$ cat src/sv/hsfr_pkg.sv
// ----------------------------------------------------------------------------
// hsfr_pkg
// Shared types, constants and the byte-wise CRC-16/MODBUS step of the serial
// frame receiver.
// ----------------------------------------------------------------------------
package hsfr_pkg;

  localparam int unsigned BufferDepthDef = 64;
  localparam int unsigned MaxMarkLenDef  = 4;

  localparam int unsigned ByteW    = 8;
  localparam int unsigned LenW     = 3;
  localparam int unsigned PatW     = 32;
  localparam int unsigned CfgIdxW  = 2;
  localparam int unsigned CfgDataW = 32;
  localparam int unsigned HistLen  = 4;
  localparam int unsigned CrcW     = 16;

  typedef enum logic [1:0] {
    EvReady    = 2'd0,
    EvOverflow = 2'd1,
    EvByte     = 2'd2,
    EvEmpty    = 2'd3
  } event_e;

  localparam logic [CfgIdxW-1:0] CfgHeadLength  = 2'd0;
  localparam logic [CfgIdxW-1:0] CfgHeadPattern = 2'd1;
  localparam logic [CfgIdxW-1:0] CfgTailLength  = 2'd2;
  localparam logic [CfgIdxW-1:0] CfgTailPattern = 2'd3;

  localparam logic [ByteW-1:0] PlainTailByte = 8'hFF;
  localparam logic [ByteW-1:0] CrcTailFirst  = 8'h01;
  localparam logic [ByteW-1:0] CrcTailRest   = 8'hFE;

  localparam logic [CrcW-1:0] CrcInit = 16'hFFFF;
  localparam logic [CrcW-1:0] CrcPoly = 16'hA001;

  function automatic logic [ByteW-1:0] pat_byte(input logic [PatW-1:0] pat,
                                                input logic [1:0] idx);
    return pat[8*idx +: 8];
  endfunction

  function automatic logic [CrcW-1:0] crc16_byte(input logic [CrcW-1:0] crc_in,
                                                 input logic [ByteW-1:0] data);
    logic [CrcW-1:0] c;
    c = crc_in ^ {8'h00, data};
    for (int b = 0; b < 8; b++) begin
      c = c[0] ? ((c >> 1) ^ CrcPoly) : (c >> 1);
    end
    return c;
  endfunction

endpackage

$ cat src/sv/hsfr_if.sv
// ----------------------------------------------------------------------------
// hsfr_if
// Valid/ready channels of the serial frame receiver: received bytes in,
// result transactions out.
// ----------------------------------------------------------------------------
interface hsfr_byte_if;
  import hsfr_pkg::*;

  logic             valid;
  logic             ready;
  logic [ByteW-1:0] data_byte;

  modport source (output valid, output data_byte, input ready);
  modport sink   (input valid, input data_byte, output ready);
endinterface

interface hsfr_result_if;
  import hsfr_pkg::*;

  logic             valid;
  logic             ready;
  event_e           event_res;
  logic [ByteW-1:0] payload_byte;
  logic             last;

  modport source (output valid, output event_res, output payload_byte, output last,
                  input ready);
  modport sink   (input valid, input event_res, input payload_byte, input last,
                  output ready);
endinterface

$ cat src/sv/hsfr_frame_store.sv
// ----------------------------------------------------------------------------
// hsfr_frame_store
// Frame buffer: one write port, one read port with registered read data.
// ----------------------------------------------------------------------------
module hsfr_frame_store #(
  parameter int unsigned Depth = hsfr_pkg::BufferDepthDef
) (
  input  logic                       clk_i,
  input  logic                       we_i,
  input  logic [$clog2(Depth)-1:0]   waddr_i,
  input  logic [hsfr_pkg::ByteW-1:0] wdata_i,
  input  logic                       re_i,
  input  logic [$clog2(Depth)-1:0]   raddr_i,
  output logic [hsfr_pkg::ByteW-1:0] rdata_o
);

  logic [hsfr_pkg::ByteW-1:0] mem [Depth];
  logic [hsfr_pkg::ByteW-1:0] rdata_q;

  always_ff @(posedge clk_i) begin
    if (we_i) begin
      mem[waddr_i] <= wdata_i;
    end
  end

  always_ff @(posedge clk_i) begin
    if (re_i) begin
      rdata_q <= mem[raddr_i];
    end
  end

  assign rdata_o = rdata_q;

endmodule

$ cat src/sv/hmi_serial_frame_receiver.sv
// ----------------------------------------------------------------------------
// hmi_serial_frame_receiver
// Byte-serial deframer: header match, frame buffering, tail detection
// (FF FF FF, 01 FE FE FE with CRC-16/MODBUS, configurable tail).
// ----------------------------------------------------------------------------
// Usage:
//   in_if   carries one received byte per transaction.
//   out_if  carries results: ready, overflow, payload byte, empty frame;
//           last marks the final transaction of a burst.
//   cfg_*   writes header/tail length and pattern registers, one per cycle.
// Timing:
//   A byte is accepted, then processed into the frame store.
//   A single event is loaded into the output register once it is free.
//   A payload burst reads each byte from the store, then loads it while
//   the receiver is ready; input stays stalled until the burst is handed off.
//   The output register lets the next byte in while the last result waits.
// Reset:
//   Mode returns to init, fill count and registers clear; the first byte
//   after reset only raises the ready event. Frame store contents are kept.
// Stall:
//   A stalled receiver holds the output register and stops the burst
//   sequencer, which in turn keeps in_if.ready low.
// ----------------------------------------------------------------------------
module hmi_serial_frame_receiver #(
  parameter int unsigned BufferDepth = hsfr_pkg::BufferDepthDef,
  parameter int unsigned MaxMarkLen  = hsfr_pkg::MaxMarkLenDef
) (
  input  logic                          clk_i,
  input  logic                          rst_ni,
  hsfr_byte_if.sink                     in_if,
  hsfr_result_if.source                 out_if,
  input  logic                          cfg_we_i,
  input  logic [hsfr_pkg::CfgIdxW-1:0]  cfg_index_i,
  input  logic [hsfr_pkg::CfgDataW-1:0] cfg_data_i
);
  import hsfr_pkg::*;

  localparam int unsigned AddrW = $clog2(BufferDepth);
  localparam int unsigned FillW = $clog2(BufferDepth + 1);

  typedef enum logic [2:0] {
    ModeInit  = 3'd0,
    ModeIdle  = 3'd1,
    ModeHead  = 3'd2,
    ModeRcv   = 3'd3,
    ModeError = 3'd4
  } mode_e;

  typedef enum logic [2:0] {
    StIn,
    StProc,
    StRead,
    StOut,
    StEvt
  } state_e;

  logic [LenW-1:0] head_len_q, tail_len_q;
  logic [PatW-1:0] head_pat_q, tail_pat_q;
  logic [LenW-1:0] hl, tl;

  state_e                      state_q, state_d;
  mode_e                       mode_q, mode_d;
  logic [FillW-1:0]            fill_q, fill_d;
  logic [HistLen-1:0][ByteW-1:0] hist_q, hist_d;
  logic [CrcW-1:0]             crc_q, crc_d;
  logic [ByteW-1:0]            byte_q, byte_d;
  event_e                      evt_q, evt_d;
  logic [FillW-1:0]            burst_len_q, burst_len_d;
  logic [FillW-1:0]            rd_idx_q, rd_idx_d;
  logic                        out_valid_q, out_valid_d;
  event_e                      out_event_q, out_event_d;
  logic [ByteW-1:0]            out_byte_q, out_byte_d;
  logic                        out_last_q, out_last_d;

  logic                        mem_we, mem_re;
  logic [AddrW-1:0]            mem_waddr;
  logic [ByteW-1:0]            mem_rdata;

  logic                          out_free;
  logic [FillW-1:0]              fill_n;
  logic [HistLen-1:0][ByteW-1:0] hist_n;
  logic [CrcW-1:0]               crc_n;
  logic                          head_miss, plain_hit, crc_hit, cust_hit;
  logic [FillW-1:0]              crc_len;

  // Configuration registers
  always_ff @(posedge clk_i or negedge rst_ni) begin
    if (!rst_ni) begin
      head_len_q <= '0;
      head_pat_q <= '0;
      tail_len_q <= '0;
      tail_pat_q <= '0;
    end else if (cfg_we_i) begin
      case (cfg_index_i)
        CfgHeadLength:  head_len_q <= cfg_data_i[LenW-1:0];
        CfgHeadPattern: head_pat_q <= cfg_data_i[PatW-1:0];
        CfgTailLength:  tail_len_q <= cfg_data_i[LenW-1:0];
        CfgTailPattern: tail_pat_q <= cfg_data_i[PatW-1:0];
        default: ;
      endcase
    end
  end

  assign hl = (head_len_q > LenW'(MaxMarkLen)) ? LenW'(MaxMarkLen) : head_len_q;
  assign tl = (tail_len_q > LenW'(MaxMarkLen)) ? LenW'(MaxMarkLen) : tail_len_q;

  hsfr_frame_store #(
    .Depth (BufferDepth)
  ) u_store (
    .clk_i   (clk_i),
    .we_i    (mem_we),
    .waddr_i (mem_waddr),
    .wdata_i (byte_q),
    .re_i    (mem_re),
    .raddr_i (rd_idx_q[AddrW-1:0]),
    .rdata_o (mem_rdata)
  );

  // Per-byte datapath: history shift, lagged CRC, header and tail compare
  always_comb begin
    logic [LenW-1:0] pidx;
    fill_n = fill_q + FillW'(1);
    hist_n = {hist_q[HistLen-2:0], byte_q};
    crc_n  = (fill_q >= FillW'(HistLen)) ? crc16_byte(crc_q, hist_q[HistLen-1]) : crc_q;

    head_miss = (fill_q < FillW'(hl)) && (byte_q != pat_byte(head_pat_q, fill_q[1:0]));

    plain_hit = (fill_n >= FillW'(3)) && (hist_n[0] == PlainTailByte)
             && (hist_n[1] == PlainTailByte) && (hist_n[2] == PlainTailByte);

    crc_hit = (fill_n >= FillW'(HistLen)) && (hist_n[3] == CrcTailFirst)
           && (hist_n[2] == CrcTailRest) && (hist_n[1] == CrcTailRest)
           && (hist_n[0] == CrcTailRest);
    crc_len = fill_n - FillW'(HistLen);

    cust_hit = (tl != '0) && (fill_n >= FillW'(tl));
    for (int j = 0; j < HistLen; j++) begin
      pidx = tl - LenW'(j) - LenW'(1);
      if ((LenW'(j) < tl) && (hist_n[j] != pat_byte(tail_pat_q, pidx[1:0]))) begin
        cust_hit = 1'b0;
      end
    end
  end

  assign out_free = !out_valid_q || out_if.ready;

  always_comb begin
    state_d     = state_q;
    mode_d      = mode_q;
    fill_d      = fill_q;
    hist_d      = hist_q;
    crc_d       = crc_q;
    byte_d      = byte_q;
    evt_d       = evt_q;
    burst_len_d = burst_len_q;
    rd_idx_d    = rd_idx_q;
    out_valid_d = out_valid_q && !out_if.ready;
    out_event_d = out_event_q;
    out_byte_d  = out_byte_q;
    out_last_d  = out_last_q;
    mem_we      = 1'b0;
    mem_re      = 1'b0;
    mem_waddr   = fill_q[AddrW-1:0];

    case (state_q)
      StIn: begin
        if (in_if.valid) begin
          byte_d  = in_if.data_byte;
          state_d = StProc;
        end
      end

      StProc: begin
        state_d = StIn;
        case (mode_q)
          ModeInit: begin
            mode_d  = ModeIdle;
            evt_d   = EvReady;
            state_d = StEvt;
          end

          ModeHead, ModeRcv: begin
            if (fill_q >= FillW'(BufferDepth)) begin
              mode_d  = ModeError;
              evt_d   = EvOverflow;
              state_d = StEvt;
            end else begin
              mem_we = 1'b1;
              fill_d = fill_n;
              hist_d = hist_n;
              crc_d  = crc_n;
              rd_idx_d = '0;
              if (mode_q == ModeHead) begin
                if (head_miss) begin
                  mode_d = ModeIdle;
                end else if (fill_n >= FillW'(hl)) begin
                  fill_d = '0;
                  crc_d  = CrcInit;
                  mode_d = ModeRcv;
                end
              end else if (plain_hit) begin
                mode_d      = ModeIdle;
                burst_len_d = fill_n - FillW'(3);
                if (burst_len_d != '0) begin
                  state_d = StRead;
                end
              end else if (crc_hit) begin
                mode_d = ModeIdle;
                if ((crc_len >= FillW'(2)) && (crc_n == '0)) begin
                  if (crc_len == FillW'(2)) begin
                    evt_d   = EvEmpty;
                    state_d = StEvt;
                  end else begin
                    burst_len_d = crc_len - FillW'(2);
                    state_d     = StRead;
                  end
                end
              end else if (cust_hit) begin
                mode_d      = ModeIdle;
                burst_len_d = fill_n - FillW'(tl);
                if (burst_len_d != '0) begin
                  state_d = StRead;
                end
              end
            end
          end

          default: begin
            // start a new frame with this byte
            mem_we    = 1'b1;
            mem_waddr = '0;
            fill_d    = FillW'(1);
            hist_d    = hist_n;
            crc_d     = CrcInit;
            if (hl == '0) begin
              mode_d = ModeRcv;
            end else if (byte_q == pat_byte(head_pat_q, 2'd0)) begin
              mode_d = (hl == LenW'(1)) ? ModeRcv : ModeHead;
            end
          end
        endcase
      end

      StRead: begin
        mem_re  = 1'b1;
        state_d = StOut;
      end

      StOut: begin
        if (out_free) begin
          out_valid_d = 1'b1;
          out_event_d = EvByte;
          out_byte_d  = mem_rdata;
          out_last_d  = (rd_idx_q + FillW'(1)) == burst_len_q;
          if (out_last_d) begin
            state_d = StIn;
          end else begin
            rd_idx_d = rd_idx_q + FillW'(1);
            state_d  = StRead;
          end
        end
      end

      StEvt: begin
        if (out_free) begin
          out_valid_d = 1'b1;
          out_event_d = evt_q;
          out_byte_d  = '0;
          out_last_d  = 1'b1;
          state_d     = StIn;
        end
      end

      default: state_d = StIn;
    endcase
  end

  always_ff @(posedge clk_i or negedge rst_ni) begin
    if (!rst_ni) begin
      state_q     <= StIn;
      mode_q      <= ModeInit;
      fill_q      <= '0;
      hist_q      <= '0;
      crc_q       <= CrcInit;
      byte_q      <= '0;
      evt_q       <= EvReady;
      burst_len_q <= '0;
      rd_idx_q    <= '0;
      out_valid_q <= 1'b0;
      out_event_q <= EvReady;
      out_byte_q  <= '0;
      out_last_q  <= 1'b0;
    end else begin
      state_q     <= state_d;
      mode_q      <= mode_d;
      fill_q      <= fill_d;
      hist_q      <= hist_d;
      crc_q       <= crc_d;
      byte_q      <= byte_d;
      evt_q       <= evt_d;
      burst_len_q <= burst_len_d;
      rd_idx_q    <= rd_idx_d;
      out_valid_q <= out_valid_d;
      out_event_q <= out_event_d;
      out_byte_q  <= out_byte_d;
      out_last_q  <= out_last_d;
    end
  end

  assign in_if.ready         = (state_q == StIn);
  assign out_if.valid        = out_valid_q;
  assign out_if.event_res    = out_event_q;
  assign out_if.payload_byte = out_byte_q;
  assign out_if.last         = out_last_q;

`ifndef SYNTH
  a_fill_bound: assert property (@(posedge clk_i) disable iff (!rst_ni)
    fill_q <= FillW'(BufferDepth))
    else $error("fill count beyond buffer depth");

  a_event_single: assert property (@(posedge clk_i) disable iff (!rst_ni)
    (out_if.valid && (out_if.event_res != EvByte)) |->
      (out_if.last && (out_if.payload_byte == '0)))
    else $error("event transaction not single or carries a byte");

  a_burst_index: assert property (@(posedge clk_i) disable iff (!rst_ni)
    ((state_q == StRead) || (state_q == StOut)) |-> (rd_idx_q < burst_len_q))
    else $error("burst read index beyond burst length");

  a_accept_proc: assert property (@(posedge clk_i) disable iff (!rst_ni)
    (in_if.valid && in_if.ready) |=> (state_q == StProc))
    else $error("accepted byte not processed");

  a_init_empty: assert property (@(posedge clk_i) disable iff (!rst_ni)
    (mode_q == ModeInit) |-> (fill_q == '0))
    else $error("frame data present before first byte");
`endif

endmodule

$ cat src/flat_wrapper.sv
// flat-port wrapper written by rule: the top's interface ports become plain ports
module hmi_serial_frame_receiver_flat import hsfr_pkg::*;
#(
  parameter int unsigned BufferDepth = hsfr_pkg::BufferDepthDef,
  parameter int unsigned MaxMarkLen  = hsfr_pkg::MaxMarkLenDef
)
  (clk_i, rst_ni, cfg_we_i, cfg_index_i, cfg_data_i, in_if_valid, in_if_data_byte, in_if_ready, out_if_valid, out_if_event_res, out_if_payload_byte, out_if_last, out_if_ready);
  hsfr_byte_if in_if_i ();
  hsfr_result_if out_if_i ();
  input  logic clk_i;
  input  logic rst_ni;
  input  logic cfg_we_i;
  input  logic [hsfr_pkg::CfgIdxW-1:0] cfg_index_i;
  input  logic [hsfr_pkg::CfgDataW-1:0] cfg_data_i;
  input wire logic [$bits(in_if_i.valid)-1:0] in_if_valid;
  input wire logic [$bits(in_if_i.data_byte)-1:0] in_if_data_byte;
  output wire logic [$bits(in_if_i.ready)-1:0] in_if_ready;
  output wire logic [$bits(out_if_i.valid)-1:0] out_if_valid;
  output wire logic [$bits(out_if_i.event_res)-1:0] out_if_event_res;
  output wire logic [$bits(out_if_i.payload_byte)-1:0] out_if_payload_byte;
  output wire logic [$bits(out_if_i.last)-1:0] out_if_last;
  input wire logic [$bits(out_if_i.ready)-1:0] out_if_ready;
  assign in_if_i.valid = in_if_valid;
  assign in_if_i.data_byte = in_if_data_byte;
  assign in_if_ready = in_if_i.ready;
  assign out_if_valid = out_if_i.valid;
  assign out_if_event_res = out_if_i.event_res;
  assign out_if_payload_byte = out_if_i.payload_byte;
  assign out_if_last = out_if_i.last;
  assign out_if_i.ready = out_if_ready;
  hmi_serial_frame_receiver #(.BufferDepth(BufferDepth), .MaxMarkLen(MaxMarkLen)) u_core (.clk_i(clk_i), .rst_ni(rst_ni), .in_if(in_if_i), .out_if(out_if_i), .cfg_we_i(cfg_we_i), .cfg_index_i(cfg_index_i), .cfg_data_i(cfg_data_i));
endmodule
$ cat config.mk
export PLATFORM = sky130hd
export DESIGN_NAME = hmi_serial_frame_receiver_flat
export DESIGN_NICKNAME = d
export VERILOG_FILES = /design/src/sv/hsfr_pkg.sv /design/src/sv/hsfr_if.sv /design/src/sv/hsfr_frame_store.sv /design/src/sv/hmi_serial_frame_receiver.sv /design/src/flat_wrapper.sv
export SDC_FILE = /design/constraint.sdc
export NUM_CORES = 1
export LEC_CHECK = 0
export BUFFER_PORTS_ARGS = -buffer_cell sky130_fd_sc_hd__buf_4
export CORE_ASPECT_RATIO = 1.1
export CORE_MARGIN = 2
export CORE_UTILIZATION = 30
export CTS_BUF_LIST = sky130_fd_sc_hd__clkbuf_16
export CTS_CLUSTER_SIZE = 24
export DETAILED_ROUTE_END_ITERATION = 7
export PLACE_DENSITY = 0.46
export SYNTH_ARGS = -nofsm -noshare
export SYNTH_HDL_FRONTEND = slang
export SYNTH_SLANG_ARGS = --single-unit
$ cat constraint.sdc
create_clock -name clk_i -period 3.95 [get_ports clk_i]
set_clock_uncertainty 0.15 [all_clocks]
set_input_delay 0.5925 -clock clk_i [delete_from_list [all_inputs] [get_ports clk_i]]
set_output_delay 0.5925 -clock clk_i [all_outputs]
set_load 0.02 [all_outputs]
Word-level counts from Yosys, hierarchy flattened
Memories as Yosys holds them, arrays and structs flattened. A register that Yosys moved wholly into a read port is not among the register bits.
Index checks and enable logic that the tools add are counted.

word-level totals
  latch bits = 0
  output and inout bits = 13
  memory bits (writable) = 512
  ROM bits = 0
  word-level logic and storage cells = 240
  memories kept = 1
  register bits = 167

operators by class
  bitwise operators = 12
  multiply operators = 0
  add/sub/neg operators = 12
  $lt $le $gt $ge = 14
  div/mod/pow operators = 0
  mux-type cells = 89
  reductions and logical operators = 46
  equal/unequal tests = 41
  shifts and indexed selects = 5

memory list
  memory              depth  bits a word  read ports  clocked after memory_dff  write ports  line                    source
  u_core.u_store.mem  64     8            1           1                         1            hsfr_frame_store.sv:17  logic [hsfr_pkg::ByteW-1:0] mem [Depth];

operators with widths
  cell                   count
  $mux W16               13
  $shiftx A32 B6 Y8      5
  $mux W7                13
  $pmux W32 S2           1
  $mux W3                21
  $eq A8 B8 Y1 const B   6
  $ne A8 B8 Y1           5
  $mux W32               1
  $pmux W16 S2           1
  $pmux W7 S2            2
  $not A2 Y3             8
  $mux W2                11
  $logic_not A16 Y1      1
  $mux W8                2
  $pmux W8 S2            1
  $xor A16 B8 Y16        1
  $logic_and A1 B1 Y1    15
  $pmux W3 S5            1
  $add A7 B1 Y7 const B  2
  $ge A7 B2 Y1 const B   2
  $ge A7 B3 Y1           2
  $ge A7 B3 Y1 const B   2
  $mux W1                14
  $reduce_and A7 Y1      2
  other kinds (45)       87

Longest topological paths before layout
  depth in word-level cells = 27
  depth in mapped cells = 14
  gate-level depth less buffers = 12

By module
A second synthesis with hierarchy kept.

unflattened totals
  cell total of the unflattened synthesis = 1,995
  area, all modules = 30,618.1 sq um

by module, submodules not included
  module                     cells each  instances  area an instance (sq um)
  hsfr_frame_store           972         1          20,270.7
  hmi_serial_frame_receiver  1,023       1          10,347.4

Least setup slack after synthesis
OpenSTA, ideal clock, no wires.

  kind = register to register
  start = register u_core.fill_q[1]
  end = register u_core.burst_len_q[4]
  path slack = 0.322 ns
  stages on the path, launching flop included = 15
  library setup time = 0.125 ns
  data arrival time = 3.354 ns
  required time = 3.675 ns
  clock period less this slack = 3.628 ns
  cells stage by stage = dfrtp_1 clkbuf_1 buf_1 inv_1 ha_1 inv_1 ha_1 a222oi_1 or3_1 buf_2 or3_1 a21oi_1 a21oi_1 xor2_1 mux2_2

between the ends
  longest elaborated chain between the ends = 9
  elaborated cells between the ends (all ways) = 37
  those cells by class = add/sub: 5; order compare: 6; eq/ne: 3; mux: 10; bitwise: 1; reduce/logical: 12

RTL lines
  item                                                                   line                              source
  start: declaration                                                     hmi_serial_frame_receiver.sv:63   logic [FillW-1:0] fill_q, fill_d;
  start signal: assignment                                               hmi_serial_frame_receiver.sv:296  fill_q <= fill_d;
  parallel branches: the longest is 9 deep, another holds $add A7 B1 Y7  -
  end signal: assignment                                                 hmi_serial_frame_receiver.sv:301  burst_len_q <= burst_len_d;
  end: declaration                                                       hmi_serial_frame_receiver.sv:68   logic [FillW-1:0] burst_len_q, burst_len_d;

Parallel ways; which one is timed is not known. The select of a mux whose other input is x is not followed.
A chain may end at the register's enable or synchronous reset.

Worst setup path after layout
  start = register u_core.fill_q[0]
  end = register u_core.crc_q[7]

between the ends
  longest elaborated chain between the ends = 7
  elaborated cells between the ends (all ways) = 16
  those cells by class = add/sub: 1; order compare: 4; eq/ne: 2; shift: 1; mux: 6; reduce/logical: 2

RTL lines
  item                                             line                                                                source
  $add A7 B1 Y7, or another cell as far along      hmi_serial_frame_receiver.sv:122                                    fill_n = fill_q + FillW'(1);
  $ge A7 B3 Y1, or another cell as far along       hmi_serial_frame_receiver.sv:196                                    end else if (fill_n >= FillW'(hl)) begin
  $mux W16 or $logic_and A1 B1 Y1 (tied branches)  hmi_serial_frame_receiver.sv:196, hmi_serial_frame_receiver.sv:126
  $mux W16                                         hmi_serial_frame_receiver.sv:194                                    if (head_miss) begin
  $mux W16                                         hmi_serial_frame_receiver.sv:193                                    if (mode_q == ModeHead) begin
  $mux W16                                         hmi_serial_frame_receiver.sv:183                                    if (fill_q >= FillW'(BufferDepth)) begin
  $pmux W16 S2                                     hmi_serial_frame_receiver.sv:175                                    case (mode_q)
  end signal: assignment                           hmi_serial_frame_receiver.sv:284                                    crc_q <= CrcInit;
  end signal: assignment                           hmi_serial_frame_receiver.sv:298                                    crc_q <= crc_d;
  end: declaration                                 hmi_serial_frame_receiver.sv:65                                     logic [CrcW-1:0] crc_q, crc_d;

Several ways; a longest one is shown, not always the timed one. The select of a mux whose other input is x is not followed.

==> results.txt <==
The flow ran to the end, and the final reports show no timing, DRC or antenna violations. The total negative slack for setup checks came out at 0 ns. The number of vias after detailed routing is 17100. The number of max-slew violations in the final report is 0. The actual transition at the worst max-transition pin is 0.993 ns. The wire length on met1 came out at 36000 microns. For this run, the post-layout net count is 2067. Clock tree synthesis selected as its root buffer the cell sky130_fd_sc_hd__clkbuf_16. The overall routing resource usage came out at 16.0%.

STA puts the critical path data required time at 4.38 ns. The leftover overflow at the end of global routing is 0. The number of CTS-inserted buffers is 80. The height of the die came out at 337 microns. The HPWL reported at the end of detailed placement came out at 55000 microns.

The met2 wire length is 40200 microns. The most used flip-flop cell after synthesis is sky130_fd_sc_hd__edfxtp_1. The count of routing violations after the opening detailed-route iteration is 1387. The maximum level of the CTS H-tree came out at 3. Combinational cells account for 23.5% of the total power.

The via count of the first global-routing pass is 17800. The compound-cell area share of the yosys netlist is 4.48%. The biggest fanout along the worst timing path is 28. The number of warnings reported in the yosys synthesis log is 0. The post-CTS setup buffer count is 0.

The area fraction of the dominant cell type after synthesis is 51.6%. The first global-routing pass estimated 122000 microns of wire. The flip-flop and latch count after synthesis is 687. The part of the power in registers came out at 43.9%. The later pin in the worst-skew pair is clocked with a latency of 0.65 ns. By count the netlist is led by sky130_fd_sc_hd__edfxtp_1 (520), sky130_fd_sc_hd__mux4_2 (180), sky130_fd_sc_hd__dfrtp_1 (151), sky130_fd_sc_hd__nand2_1 (146), sky130_fd_sc_hd__nor2_1 (106). The total clock sinks came out at 687. The fraction of synthesized cell area in xor and xnor cells came out at 3.18%. Setup repair after global routing left no endpoint under its margin. Of the total power, the clock network draws 32.5%. The floorplan has 122 rows. The count of final setup violators is 0. By area, the combinational part of the netlist is dominated by multiplexers. Once detail routing completed, the nets flagged for antenna violations numbered 0. Dividing the detail-routed via count by the number of cells gives 5.07.

The ratio of final minimum period to clock period is 93.0%. On the final layout, the worst hold slack is 0.0388 ns. The endpoint arrival time on the critical path came out at 4.11 ns.

Internal power comes to 15.3 mW. The die area came out at 0.103 sq mm. The power spent charging and discharging nets is 7.15 mW. The number of enable flip-flop cells after synthesis came out at 520.

The final period demand of the worst path is 3.67 ns. The largest single stage delay on the critical path is 0.56 ns. The number of remaining DRC errors is 0. The longest clock path from root to sink contains 3 buffers.

The max capacitance violation total is 0. The mean post-synth cell area is 16.3 sq um. The number of detailed-routing iterations run before antenna repair came out at 5.

The proportion of total power due to net switching is 31.8%. The number of antenna violations at the first check in global routing came out at 5. The global placement routability congestion is 0.862. The post-cts sizing count is 0. The total wirelength of the detailed-routed design is 82200 microns. Once the floorplan was initialized, standard cells occupied 30.2% of the core.

The cell area that synthesis handed to floorplanning was 0.0302 sq mm. The cell accounting for the most synthesized area is sky130_fd_sc_hd__edfxtp_1. The adder and majority gate portion of the synthesized area came out at 0.893%. Ranked by total cell area, the synthesized netlist is headed by sky130_fd_sc_hd__edfxtp_1 (52%), sky130_fd_sc_hd__mux4_2 (13%), sky130_fd_sc_hd__dfrtp_1 (12%), sky130_fd_sc_hd__mux2_2 (3.3%), sky130_fd_sc_hd__xnor2_1 (2.2%). The total inserted antenna cells is 0. The clock transition at the register clock pins on the worst setup and hold paths after CTS came out at 0.06 ns.

Together, buffers and inverters on the worst path number 1. The highest metal layer with signal wires is met5. The critical path in this run is classified as reg2reg. The number of distinct library cell variants in the gate-level netlist after synthesis came out at 79. For this design, the slowest cell found on the critical path is sky130_fd_sc_hd__o21a_1. The analysis attributes to cell leakage a power of 12.1 nW. Of the synthesized area, sequential elements account for 65.5%.

The total of buffers placed on input and output ports came out at 59. The synthesized netlist net count came out at 1921. For this run, the top clock speed supported by timing is 272 MHz.

The quantity of hold-fixing buffers added after cts is 10. The share of flip-flops with an asynchronous set or reset is 24.3%. The hold violation count in the final report is 0.

STA classifies the critical path startpoint as a flop. The critical path goes through buf_12 -> mux4_2 -> xnor2_1 -> nand4_1 -> o211ai_1 -> nand2_1 -> o21ai_0 -> o21a_1 -> o32a_1. The simple-gate area share of the yosys netlist came out at 6.19%. Synthesis handed over a netlist of 1853 instances. The worst max-slew margin expressed relative to the limit came out at 33.6%. The mux cell area share after synthesis is 17.9%.

The power density over the cells is 634 mW/mm^2. The cell family with the largest share of critical-path delay is compound AO/OA/AOI/OAI gates. Pin placement for this block handled 60 I/O pins. Compared with the post-synthesis result, the final layout area differs by 17.4%.

The CTS tree is done. The path class of the tightest hold or removal check is in2reg. Cells with a size suffix above 1 make up 28.8% of the layout. The floorplan step set the die width to 307 microns.

After detailed routing, the average wire length per cell comes to 24.4 microns. The placeable core area is 0.100 sq mm. The library cell with the highest instance count after synthesis is sky130_fd_sc_hd__edfxtp_1. Power comes to 22.5 mW. The largest net degree at the start of global routing came out at 78. After detailed routing, the met3 layer carries 3730 microns of wire. The peak supply drop came out at 350 uV. The capturing element type of the critical path is a flop.
-- path summary, 6_finish.rpt --
check                                                from                       endpoint  slack [ns]  cells past startpoint
worst max-delay path                     u_core.fill_q[0]                u_core.crc_q[7]        0.28                      9
worst min-delay path                       cfg_data_i[18]          u_core.head_pat_q[18]        0.04                      2
worst max register to register           u_core.fill_q[0]                u_core.crc_q[7]        0.28                      9
worst min register to register  u_core.u_store.rdata_o[5]  u_core.out_if.payload_byte[5]        0.32                      1
max in group asynchronous                          rst_ni             u_core.rd_idx_q[0]        2.32                      3
min in group asynchronous                          rst_ni          u_core.tail_pat_q[30]        0.39                      2
-- cells in the final DEF (no fill, tap or decap), drive strengths merged, types with 9 or more instances in the layout --
cell type	netlist	layout
nor3	21	21
dlygate4sd3	0	10
nand2	146	146
nand3	40	40
dfstp	16	16
inv	21	54
ha	20	20
a22o	9	9
mux4	184	184
mux2i	25	25
nor4	11	11
xor2	31	31
xnor2	78	78
nand2b	11	11
buf	44	168
mux2	89	89
o31ai	10	10
nor2	106	106
o21ai	55	55
a22oi	14	14
clkinv	2	30
dfrtp	151	151
clkbuf	70	80
a21oi	30	30
or3	12	12
edfxtp	520	520
o22a	13	13
nand4	17	17
-- metal layers --
layer / vias up / track usage (%)
met5: - / 0
met4: 6 / 5.04
met3: 123 / 2.53
met2: 458 / 26.7
met1: 8936 / 21.5
li1: 7555 / -
-- worst reg2reg max path, stage by stage, from the launching register on --
cell and delay [ns]:
sky130_fd_sc_hd__dfrtp_1 0.37, sky130_fd_sc_hd__buf_12 0.21, sky130_fd_sc_hd__mux4_2 0.55, sky130_fd_sc_hd__xnor2_1 0.25
sky130_fd_sc_hd__nand4_1 0.16, sky130_fd_sc_hd__o211ai_1 0.47, sky130_fd_sc_hd__nand2_1 0.16, sky130_fd_sc_hd__o21ai_0 0.46
sky130_fd_sc_hd__o21a_1 0.56, sky130_fd_sc_hd__o32a_1 0.26
-- per-stage QoR --
stage / instances / utilization [%] / area [sq um] / setup slack, ns
after floorplan: 1853 / - / 30200 / 0.322
after detailed placement: 3209 / 32.7 / 32800 / 0.257
after global routing: 3369 / 35.4 / 35500 / 0.0847
after CTS: 3369 / 35.4 / 35500 / 0.262
after global placement: 3209 / 32.7 / 32800 / 0.374
final: 3369 / 35.4 / 35500 / 0.275
-- final cells by class --
type | count | area [sq um]
inverters | 23 | 86.3
well taps | 1302 | 1630
repair buffers | 178 | 1450
clock inverters | 70 | 621
flip-flops and latches | 687 | 19800
fillers | 9456 | 64800
clock buffers | 80 | 2000
multi-input cells | 1029 | 9880
-- power groups by stage --
stage	registers [mW]	logic [mW]	clock network, mW
3_3_place_gp	10.0	5.30	0
6_report	9.88	5.30	7.32
4_1_cts	9.88	5.37	7.52
2_1_floorplan	9.92	3.22	0
3_5_place_dp	10.0	5.34	0
5_1_grt	9.94	5.82	7.82
-- cell families (layout without fill, tap and decap cells) --
| family | Yosys count | after routing |
|---|---|---|
| DFF | 687 | 687 |
| AOI/OAI and AO/OA | 197 | 197 |
| muxes | 298 | 298 |
| and+or+nand+nor | 404 | 404 |
| xor gates and xnor gates | 109 | 109 |
| adders and majority gates | 21 | 21 |
| buffers and inverters | 137 | 351 |
-- state kept, by name, indices dropped and copies added, names as in the netlist, 7 cells and up --
name,flops
u_core.crc_q,16
u_core.hist_q,8
u_core.fill_q,7
u_core.byte_q,8
u_core.rd_idx_q,7
u_core.u_store.rdata_o,8
u_core.u_store.mem,512
u_core.out_if.payload_byte,8
u_core.head_pat_q,32
u_core.burst_len_q,7
u_core.hist_n,24
u_core.tail_pat_q,32
No activity file was read; power rests on OpenSTA's default activity.
